File: src/design/accel_liftoff_detector_assert.svh
// Assertion macros for the liftoff detector.
// Used by the top level only; depends on signals named clk and arst_n in scope.
`ifndef ACCEL_LIFTOFF_DETECTOR_ASSERT_SVH
`define ACCEL_LIFTOFF_DETECTOR_ASSERT_SVH

`ifndef SYNTH
// Checks that an expression holds at every clock edge out of reset.
`define ALD_ASSERT_ALWAYS(label, expr) \
	label: assert property (@(posedge clk) disable iff (!arst_n) (expr)) \
		else $error("liftoff detector check failed");
// Checks that a condition implies another in the same cycle.
`define ALD_ASSERT_IMPLY(label, ante, cons) \
	label: assert property (@(posedge clk) disable iff (!arst_n) (ante) |-> (cons)) \
		else $error("liftoff detector check failed");
`else
`define ALD_ASSERT_ALWAYS(label, expr)
`define ALD_ASSERT_IMPLY(label, ante, cons)
`endif

`endif

File: src/design/aldet_pkg.sv
// Shared types and constants of the liftoff detector.
// Used by the lane, merge, output queue and top level; depends on nothing.
`default_nettype none

package aldet_pkg;

	// Width of one acceleration sample.
	localparam int SAMPLE_BITS = 16;

	// Configuration register widths and reset values.
	localparam int CFG_THR_BITS  = 32;
	localparam int CFG_HOLD_BITS = 8;
	localparam logic [CFG_THR_BITS-1:0]  THR_RESET  = 32'd16777216;
	localparam logic [CFG_HOLD_BITS-1:0] HOLD_RESET = 8'd50;

	// Configuration port: byte address width and register indexes.
	localparam int REG_ADDR_BITS = 3;
	localparam logic REG_THRESH = 1'b0;
	localparam logic REG_HOLD   = 1'b1;

	// Output queue depth and counter widths.
	localparam int OFIFO_DEPTH = 8;
	localparam int OFIFO_AW    = $clog2(OFIFO_DEPTH);
	localparam int OFIFO_CW    = $clog2(OFIFO_DEPTH + 1);

	// One input item.
	typedef struct packed {
		logic signed [SAMPLE_BITS-1:0] accel_x;
		logic signed [SAMPLE_BITS-1:0] accel_y;
		logic signed [SAMPLE_BITS-1:0] accel_z;
		logic                          sample_ok;
	} in_item_t;

	// One result item.
	typedef struct packed {
		logic liftoff;
		logic window_full;
	} out_item_t;

	// Per-item control that travels beside the lane data.
	typedef struct packed {
		logic valid;
		logic ok;
		logic full;
	} ctrl_t;

endpackage

`default_nettype wire

File: src/design/aldet_lane.sv
// One axis lane: sample ring, running sum and squared sum magnitude.
// Depends on aldet_pkg.
`default_nettype none

module aldet_lane #(
	parameter int WINDOW = 16,
	localparam int AW    = $clog2(WINDOW),
	localparam int SUM_W = aldet_pkg::SAMPLE_BITS + $clog2(WINDOW),
	localparam int SQ_W  = 2 * SUM_W
) (
	input  wire logic                                     clk,
	input  wire logic                                     arst_n,
	input  wire logic                                     wr_en,
	input  wire logic signed [aldet_pkg::SAMPLE_BITS-1:0] sample,
	input  wire logic [AW-1:0]                            wr_addr,
	input  wire logic [AW-1:0]                            rd_addr,
	input  wire logic                                     old_ok,
	output logic [SQ_W-1:0]                               sq_s2
);
	import aldet_pkg::*;

	logic signed [SAMPLE_BITS-1:0] mem [WINDOW];
	logic signed [SAMPLE_BITS-1:0] rd_q;
	logic signed [SAMPLE_BITS-1:0] old;
	logic signed [SUM_W-1:0]       sum_q;
	logic [SUM_W-1:0]              mag;

	// Ring memory; the read address runs one item ahead so the oldest entry is ready.
	always_ff @(posedge clk) begin
		if (wr_en) begin
			mem[wr_addr] <= sample;
		end
		rd_q <= mem[rd_addr];
	end

	// Entries not yet written since reset read as zero.
	assign old = old_ok ? rd_q : '0;

	// Running sum over the window.
	always_ff @(posedge clk or negedge arst_n) begin
		if (!arst_n) begin
			sum_q <= '0;
		end else if (wr_en) begin
			sum_q <= sum_q + SUM_W'(sample) - SUM_W'(old);
		end
	end

	// Square of the sum magnitude.
	assign mag = sum_q[SUM_W-1] ? $unsigned(-sum_q) : $unsigned(sum_q);

	always_ff @(posedge clk) begin
		sq_s2 <= SQ_W'(mag) * SQ_W'(mag);
	end

endmodule

`default_nettype wire

File: src/design/aldet_merge.sv
// Merge stage: adds the lane squares, compares against the scaled threshold
// and runs the persistence counter. Depends on aldet_pkg.
`default_nettype none

module aldet_merge #(
	parameter int WINDOW = 16,
	localparam int SQ_W  = 2 * (aldet_pkg::SAMPLE_BITS + $clog2(WINDOW))
) (
	input  wire logic                                   clk,
	input  wire logic                                   arst_n,
	input  wire aldet_pkg::ctrl_t                       ctrl_s2,
	input  wire logic [SQ_W-1:0]                        sq_x_s2,
	input  wire logic [SQ_W-1:0]                        sq_y_s2,
	input  wire logic [SQ_W-1:0]                        sq_z_s2,
	input  wire logic [aldet_pkg::CFG_THR_BITS-1:0]     thr_cfg,
	input  wire logic [aldet_pkg::CFG_HOLD_BITS-1:0]    hold_cfg,
	output logic                                        push,
	output aldet_pkg::out_item_t                        push_item
);
	import aldet_pkg::*;

	localparam int MAG_W = SQ_W + 2;
	localparam int WW    = WINDOW * WINDOW;
	localparam int WW_W  = $clog2(WW + 1);
	localparam int THR_W = CFG_THR_BITS + WW_W;
	localparam int CMP_W = (MAG_W > THR_W) ? MAG_W : THR_W;

	logic [THR_W-1:0]         thr_q;
	logic [MAG_W-1:0]         mag_s3;
	ctrl_t                    ctrl_s3;
	logic [CFG_HOLD_BITS-1:0] run_q;
	logic [CFG_HOLD_BITS-1:0] run_d;
	logic [CFG_HOLD_BITS-1:0] hold_eff;
	logic                     over;

	// Threshold*window^2; user must do config changes only while idle; unchecked.
	always_ff @(posedge clk) begin
		thr_q <= THR_W'(thr_cfg) * THR_W'(WW);
	end

	// Sum of the three squares.
	always_ff @(posedge clk) begin
		mag_s3 <= MAG_W'(sq_x_s2) + MAG_W'(sq_y_s2) + MAG_W'(sq_z_s2);
	end

	always_ff @(posedge clk or negedge arst_n) begin
		if (!arst_n) begin
			ctrl_s3 <= '0;
		end else begin
			ctrl_s3 <= ctrl_s2;
		end
	end

	// A hold count of zero acts as one.
	assign hold_eff = (hold_cfg == '0) ? CFG_HOLD_BITS'(1) : hold_cfg;
	assign over     = CMP_W'(mag_s3) > CMP_W'(thr_q);

	// Persistence counter update for the item in the last stage.
	always_comb begin
		run_d = run_q;
		if (!ctrl_s3.ok) begin
			run_d = '0;
		end else if (ctrl_s3.full) begin
			if (!over) begin
				run_d = '0;
			end else if (run_q < hold_eff) begin
				run_d = run_q + 1'b1;
			end else begin
				run_d = hold_eff;
			end
		end
	end

	always_ff @(posedge clk or negedge arst_n) begin
		if (!arst_n) begin
			run_q <= '0;
		end else if (ctrl_s3.valid) begin
			run_q <= run_d;
		end
	end

	// Result item for the output queue.
	assign push                  = ctrl_s3.valid;
	assign push_item.liftoff     = ctrl_s3.ok && ctrl_s3.full && (run_d >= hold_eff);
	assign push_item.window_full = ctrl_s3.full;

endmodule

`default_nettype wire

File: src/design/aldet_ofifo.sv
// Output queue of result items with an occupancy count that sets input stall.
// Depends on aldet_pkg.
`default_nettype none

module aldet_ofifo (
	input  wire logic                 clk,
	input  wire logic                 arst_n,
	input  wire logic                 reserve,
	input  wire logic                 push,
	input  wire aldet_pkg::out_item_t push_item,
	input  wire logic                 pop,
	output logic                      stall,
	output logic                      valid,
	output aldet_pkg::out_item_t      item
);
	import aldet_pkg::*;

	out_item_t             mem_q [OFIFO_DEPTH];
	logic [OFIFO_AW-1:0]   wr_q;
	logic [OFIFO_AW-1:0]   rd_q;
	logic [OFIFO_CW-1:0]   cnt_q;
	logic [OFIFO_CW-1:0]   occ_q;

	// Entry storage.
	always_ff @(posedge clk) begin
		if (push) begin
			mem_q[wr_q] <= push_item;
		end
	end

	// Pointers, stored count and items accepted but not yet taken.
	// The depth is a power of two, so the pointers wrap on their own.
	always_ff @(posedge clk or negedge arst_n) begin
		if (!arst_n) begin
			wr_q  <= '0;
			rd_q  <= '0;
			cnt_q <= '0;
			occ_q <= '0;
		end else begin
			if (push) begin
				wr_q <= wr_q + 1'b1;
			end
			if (pop) begin
				rd_q <= rd_q + 1'b1;
			end
			cnt_q <= cnt_q + OFIFO_CW'(push) - OFIFO_CW'(pop);
			occ_q <= occ_q + OFIFO_CW'(reserve) - OFIFO_CW'(pop);
		end
	end

	assign stall = (occ_q == OFIFO_CW'(OFIFO_DEPTH));
	assign valid = (cnt_q != '0);
	assign item  = mem_q[rd_q];

endmodule

`default_nettype wire

File: src/design/accel_liftoff_detector.sv
// Channel    Direction  Signals
// sample     in         sample_valid, sample_stall, sample (x, y, z, sample_ok)
// result     out        result_valid, result_stall, result (liftoff, window_full)
// config     in/out     psel, penable, pwrite, paddr, pwdata, prdata, pready
//
// One item is taken every cycle while sample_stall is low; results pass the lane and merge registers.
// The running sums update once per item with sample_ok set; the persistence counter once per item.
// An eight-entry output queue absorbs result stalls; sample_stall rises once
// eight items are accepted but not yet taken. No clearing pass after reset:
// ring entries read as zero until the window has filled once.
// Top level of the liftoff detector; uses aldet_pkg, aldet_lane, aldet_merge,
// aldet_ofifo and accel_liftoff_detector_assert.svh.
`default_nettype none

module accel_liftoff_detector #(
	parameter int WINDOW = 16
) (
	input  wire logic                                 clk,
	input  wire logic                                 arst_n,
	input  wire logic                                 sample_valid,
	output logic                                      sample_stall,
	input  wire aldet_pkg::in_item_t                  sample,
	output logic                                      result_valid,
	input  wire logic                                 result_stall,
	output aldet_pkg::out_item_t                      result,
	input  wire logic                                 psel,
	input  wire logic                                 penable,
	input  wire logic                                 pwrite,
	input  wire logic [aldet_pkg::REG_ADDR_BITS-1:0]  paddr,
	input  wire logic [31:0]                          pwdata,
	output logic [31:0]                               prdata,
	output logic                                      pready
);
	import aldet_pkg::*;

	`include "accel_liftoff_detector_assert.svh"

	localparam int AW    = $clog2(WINDOW);
	localparam int FW    = $clog2(WINDOW + 1);
	localparam int SQ_W  = 2 * (SAMPLE_BITS + $clog2(WINDOW));

	logic [CFG_THR_BITS-1:0]  thr_q;
	logic [CFG_HOLD_BITS-1:0] hold_q;
	logic                     reg_idx;
	logic                     accept;
	logic                     wr;
	logic                     pop;
	logic [AW-1:0]            wp_q;
	logic [AW-1:0]            wp_d;
	logic [FW-1:0]            fill_q;
	logic [FW-1:0]            fill_d;
	logic                     full_now;
	ctrl_t                    ctrl_s1;
	ctrl_t                    ctrl_s2;
	logic [SQ_W-1:0]          sq_x_s2;
	logic [SQ_W-1:0]          sq_y_s2;
	logic [SQ_W-1:0]          sq_z_s2;
	logic                     push;
	out_item_t                push_item;

	// Configuration registers.
	assign pready  = 1'b1;
	assign reg_idx = paddr[2];

	always_ff @(posedge clk or negedge arst_n) begin
		if (!arst_n) begin
			thr_q  <= THR_RESET;
			hold_q <= HOLD_RESET;
		end else if (psel && penable && pwrite && pready) begin
			unique case (reg_idx)
				REG_THRESH: thr_q  <= pwdata;
				REG_HOLD:   hold_q <= pwdata[CFG_HOLD_BITS-1:0];
			endcase
		end
	end

	always_comb begin
		unique case (reg_idx)
			REG_THRESH: prdata = thr_q;
			REG_HOLD:   prdata = 32'(hold_q);
		endcase
	end

	// Ring position and fill level, shared by all lanes.
	assign accept   = sample_valid && !sample_stall;
	assign wr       = accept && sample.sample_ok;
	assign full_now = (fill_q == FW'(WINDOW));

	always_comb begin
		wp_d   = wp_q;
		fill_d = fill_q;
		if (wr) begin
			wp_d = (wp_q == AW'(WINDOW - 1)) ? '0 : wp_q + 1'b1;
			if (!full_now) begin
				fill_d = fill_q + 1'b1;
			end
		end
	end

	always_ff @(posedge clk or negedge arst_n) begin
		if (!arst_n) begin
			wp_q    <= '0;
			fill_q  <= '0;
			ctrl_s1 <= '0;
			ctrl_s2 <= '0;
		end else begin
			wp_q          <= wp_d;
			fill_q        <= fill_d;
			ctrl_s1.valid <= accept;
			ctrl_s1.ok    <= sample.sample_ok;
			ctrl_s1.full  <= (fill_d == FW'(WINDOW));
			ctrl_s2       <= ctrl_s1;
		end
	end

	// One lane per axis.
	aldet_lane #(.WINDOW(WINDOW)) u_lane_x (
		.clk     (clk),
		.arst_n  (arst_n),
		.wr_en   (wr),
		.sample  (sample.accel_x),
		.wr_addr (wp_q),
		.rd_addr (wp_d),
		.old_ok  (full_now),
		.sq_s2   (sq_x_s2)
	);

	aldet_lane #(.WINDOW(WINDOW)) u_lane_y (
		.clk     (clk),
		.arst_n  (arst_n),
		.wr_en   (wr),
		.sample  (sample.accel_y),
		.wr_addr (wp_q),
		.rd_addr (wp_d),
		.old_ok  (full_now),
		.sq_s2   (sq_y_s2)
	);

	aldet_lane #(.WINDOW(WINDOW)) u_lane_z (
		.clk     (clk),
		.arst_n  (arst_n),
		.wr_en   (wr),
		.sample  (sample.accel_z),
		.wr_addr (wp_q),
		.rd_addr (wp_d),
		.old_ok  (full_now),
		.sq_s2   (sq_z_s2)
	);

	// Magnitude test and persistence.
	aldet_merge #(.WINDOW(WINDOW)) u_merge (
		.clk       (clk),
		.arst_n    (arst_n),
		.ctrl_s2   (ctrl_s2),
		.sq_x_s2   (sq_x_s2),
		.sq_y_s2   (sq_y_s2),
		.sq_z_s2   (sq_z_s2),
		.thr_cfg   (thr_q),
		.hold_cfg  (hold_q),
		.push      (push),
		.push_item (push_item)
	);

	// Output queue.
	assign pop = result_valid && !result_stall;

	aldet_ofifo u_ofifo (
		.clk       (clk),
		.arst_n    (arst_n),
		.reserve   (accept),
		.push      (push),
		.push_item (push_item),
		.pop       (pop),
		.stall     (sample_stall),
		.valid     (result_valid),
		.item      (result)
	);

	// Checks on the fill tracking and the result.
	`ALD_ASSERT_ALWAYS(a_fill_bound, fill_q <= FW'(WINDOW))
	`ALD_ASSERT_IMPLY(a_wp_tracks_fill, !full_now, FW'(wp_q) == fill_q)
	`ALD_ASSERT_IMPLY(a_lift_needs_full, result_valid && result.liftoff, result.window_full)

endmodule

`default_nettype wire

File: config.mk
export PLATFORM = sky130hd
export DESIGN_NAME = accel_liftoff_detector
export DESIGN_NICKNAME = d
export VERILOG_FILES = /design/src/design/aldet_pkg.sv /design/src/design/aldet_lane.sv /design/src/design/aldet_merge.sv /design/src/design/aldet_ofifo.sv /design/src/design/accel_liftoff_detector.sv
export VERILOG_INCLUDE_DIRS = /design/src /design/src/design
export SDC_FILE = /design/constraint.sdc
export NUM_CORES = 2
export LEC_CHECK = 0
export BUFFER_PORTS_ARGS = -buffer_cell sky130_fd_sc_hd__buf_2
export CAP_MARGIN = 10
export CORE_ASPECT_RATIO = 1.75
export CORE_MARGIN = 2
export CORE_UTILIZATION = 40
export DETAILED_ROUTE_END_ITERATION = 16
export PLACE_DENSITY = 0.67
export SLEW_MARGIN = 20
export SYNTH_ARGS = -nofsm -noshare
export SYNTH_HDL_FRONTEND = slang
export SYNTH_HIERARCHICAL = 1
export SYNTH_SLANG_ARGS = --single-unit
File: constraint.sdc
create_clock -name clk -period 14.74 [get_ports clk]
set_input_delay 3.685 -clock clk [delete_from_list [all_inputs] [get_ports clk]]
set_output_delay 3.685 -clock clk [all_outputs]
set_load 0.02 [all_outputs]
==> impl_metrics.json <==
{
  "path_buf_inv": 8,
  "synth_xor_area_share_pct": 2.84,
  "wl_per_cell_um": 20.0,
  "die_y_um": 616,
  "synth_commonest_cells": "inv_1, fa_1, edfxtp_1, ha_1, nand2_1",
  "place_congestion": 0.925,
  "grt_first_pass_wirelength_um": 324000,
  "synth_ff_type": "edfxtp_1",
  "hold_buffers": 0,
  "ys_ff_latch": 1163,
  "antenna_found_initial": 28,
  "rsz0062_at_grt": "false",
  "synth-compound-area-share_pct": 6.35,
  "die_area_sq_mm": 0.218,
  "fillers": 19300,
  "clkSinkCount": 1163,
  "hp-start": "ctrl_s1[0]",
  "arrival_ns": 10.54,
  "rrSetupSlack_ns": 4.75,
  "crit_type": "reg -> reg",
  "path_delay_family": "adder cells",
  "wl_met1_um": 70600,
  "ctsResizeCount": 0,
  "status": "finished, final reports clean",
  "synth.distinct_cells": 114,
  "ioPinCount": 128,
  "htree_num_levels": 3,
  "synth.most_common_cell": "inv_1",
  "synth_area_leaders": "edfxtp_1, fa_1, ha_1",
  "multi_input_area_sq_mm": 0.0478,
  "synth_seq_area_share_pct": 37.2,
  "synth_fa_ha_area_share_pct": 30.9,
  "r2r_start": "u_lane_z/sum_q[0]",
  "dr_wl_met2_um": 113000,
  "relSlewSlack_pct": 19.8,
  "ff_latch_area_sq_mm": 0.0318,
  "drt_pass1_iterations": 6,
  "cts_setup_buffers": 0,
  "crit_start": "u_lane_z/sum_q[0]",
  "cts_max_path_buffers": 3,
  "end_kind": "flip-flop",
  "synth_edf_count": 784,
  "fmax_ghz": 0.100,
  "hold_class": "reg -> reg",
  "viasPerCell": 5.22,
  "netlist_area_sq_mm": 0.0856,
  "highest_layer": "met5",
  "fin_skew_ns": 0.0597,
  "drt_iter0_markers": 3221,
  "grt_max_degree": 98,
  "critical-path-max-stage-delay_ns": 0.67,
  "synthArstFlopShare_pct": 12.0,
  "crit_required_ns": 15.30,
  "numPortBuffers": 124,
  "startpoint_type": "flip-flop",
  "path_max_fanout": 15,
  "synthMuxAreaShare_pct": 7.48,
  "wl_met3_um": 9630,
  "fin_crit_sh_pct": 67.7,
  "grt_pass1_vias": 59100,
  "clkTransAtPathRegs_ns": 0.07,
  "crit_slowest_cell": "a31oi_1",
  "synth_top_area_share_pct": 27.5,
  "num_vias": 54100,
  "antenna_left": 0,
  "synth_simple_gate_area_share_pct": 7.87,
  "worst_slew_pin_slew_ns": 1.19,
  "setup_viol": 0,
  "clk_latency_ns": 0.74,
  "period_minus_slack_ns": 9.99,
  "yosysTopAreaCell": "edfxtp_1",
  "core_sq_mm": 0.213,
  "hold_violations": 0,
  "slew_violations": 0,
  "ys_warn_count": 6,
  "drive_gt1_share_pct": 10.4,
  "rows": 224,
  "root_buffer": "clkbuf_16",
  "die_x_um": 354,
  "num-nets-final": 9074,
  "finalSetupTns_ns": 0,
  "totalWireLength_um": 208000,
  "grt_use_total_pct": 19.2,
  "cts_inserted_buffers": 104,
  "hpwl_um": 158000,
  "synth_cells": 7240,
  "initial_utilization_pct": 40.3,
  "cts_tree": "yes",
  "drc": 0,
  "synth_top_family_by_area": "adder cells",
  "overflow": 0,
  "maxCapViolations": 0,
  "synth.avg_cell_area_sq_um": 11.8,
  "area_delta_synth_final_pct": 9.61
}
## state kept, by name (all words and copies together), names as in the netlist, 20 cells and up
name and cells:
thr_q 32, u_lane_z/mem 256, u_lane_x/mem 256, u_lane_x/sq_s2 39, u_lane_y/sq_s2 39, u_lane_z/sum_q 20, u_lane_z/sq_s2 39, u_merge/mag_s3 42
u_merge/thr_q 32, u_lane_y/mem 256, u_lane_y/sum_q 20, u_lane_x/sum_q 20
## final cells by class
type,instances,share of cell area [%]
multi-input cells,4464,50.9
flip-flops and latches,1163,33.9
inverters,1453,5.81
well taps,2825,3.77
clock buffers,142,3.03
repair buffers,250,1.69
clock inverters,53,0.829
diodes,8,0.0213
## kinds of logic (layout without fill, tap and decap cells)
family / count (synthesis) / in the layout
buffers and inverters: 1658 / 1898
adder cells (fa/ha/maj): 1547 / 1547
AND/OR/NAND/NOR: 1439 / 1439
flip-flops: 1163 / 1163
AO/OA/AOI/OAI: 826 / 826
multiplexers: 325 / 325
XOR/XNOR: 275 / 275
other: 7 / 60
## routing by layer
layer / vias up / global-route usage [%]
met2: 1575 / 36.7
met1: 27400 / 19.6
met3: 638 / 2.50
met4: 32 / 11.5
li1: 24400 / -
met5: - / 0
## cells in the final DEF (no fill, tap or decap), types with 136 or more instances in the layout
cell type | synthesis | final
inv_1 | 1435 | 1435
fa_1 | 941 | 941
edfxtp_1 | 784 | 784
ha_1 | 606 | 606
nand2_1 | 533 | 533
nor2_1 | 420 | 419
mux4_2 | 240 | 240
dfxtp_1 | 239 | 239
a21oi_1 | 211 | 211
xnor2_1 | 195 | 186
o21ai_0 | 170 | 170
dfrtp_1 | 136 | 136
## final timing paths
path                       cells past startpoint                 end
setup reg to reg                              30  u_lane_z/sq_s2[39]
min in group asynchronous                      1   u_lane_x/sum_q[3]
setup / recovery                              30  u_lane_z/sq_s2[39]
hold / removal                                 0          ctrl_s2[0]
hold reg to reg                                0          ctrl_s2[0]
max in group asynchronous                      2           thr_q[17]
## through the flow
stage | hold WS (ns) | worst slack (ns) | instances | utilization (%) | area, sq um
5_1_grt | 0.368 | 4.24 | 10400 | 44.1 | 93800
4_1_cts | 0.352 | 4.80 | 10400 | 44.1 | 93800
6_report | 0.350 | 4.75 | 10400 | 44.1 | 93900
3_3_place_gp | 0.333 | 4.98 | 10200 | 42.4 | 90200
2_1_floorplan | 0.331 | 6.06 | 7285 | - | 85800
3_5_place_dp | 0.335 | 4.87 | 10200 | 42.4 | 90200
## worst reg2reg max path, delay by kind of cell, from the launching register on
family	cells	cell delay (ns)
adder cells (fa/ha/maj)	9	4.16
AO/OA/AOI/OAI	9	2.40
buffers and inverters	8	1.38
AND/OR/NAND/NOR	3	1.04
flip-flops	1	0.66
XOR/XNOR	1	0.15
Power is left out: the tool's default activity adds up to more than one toggle a clock period on the data nets, which glitch-free logic cannot reach.
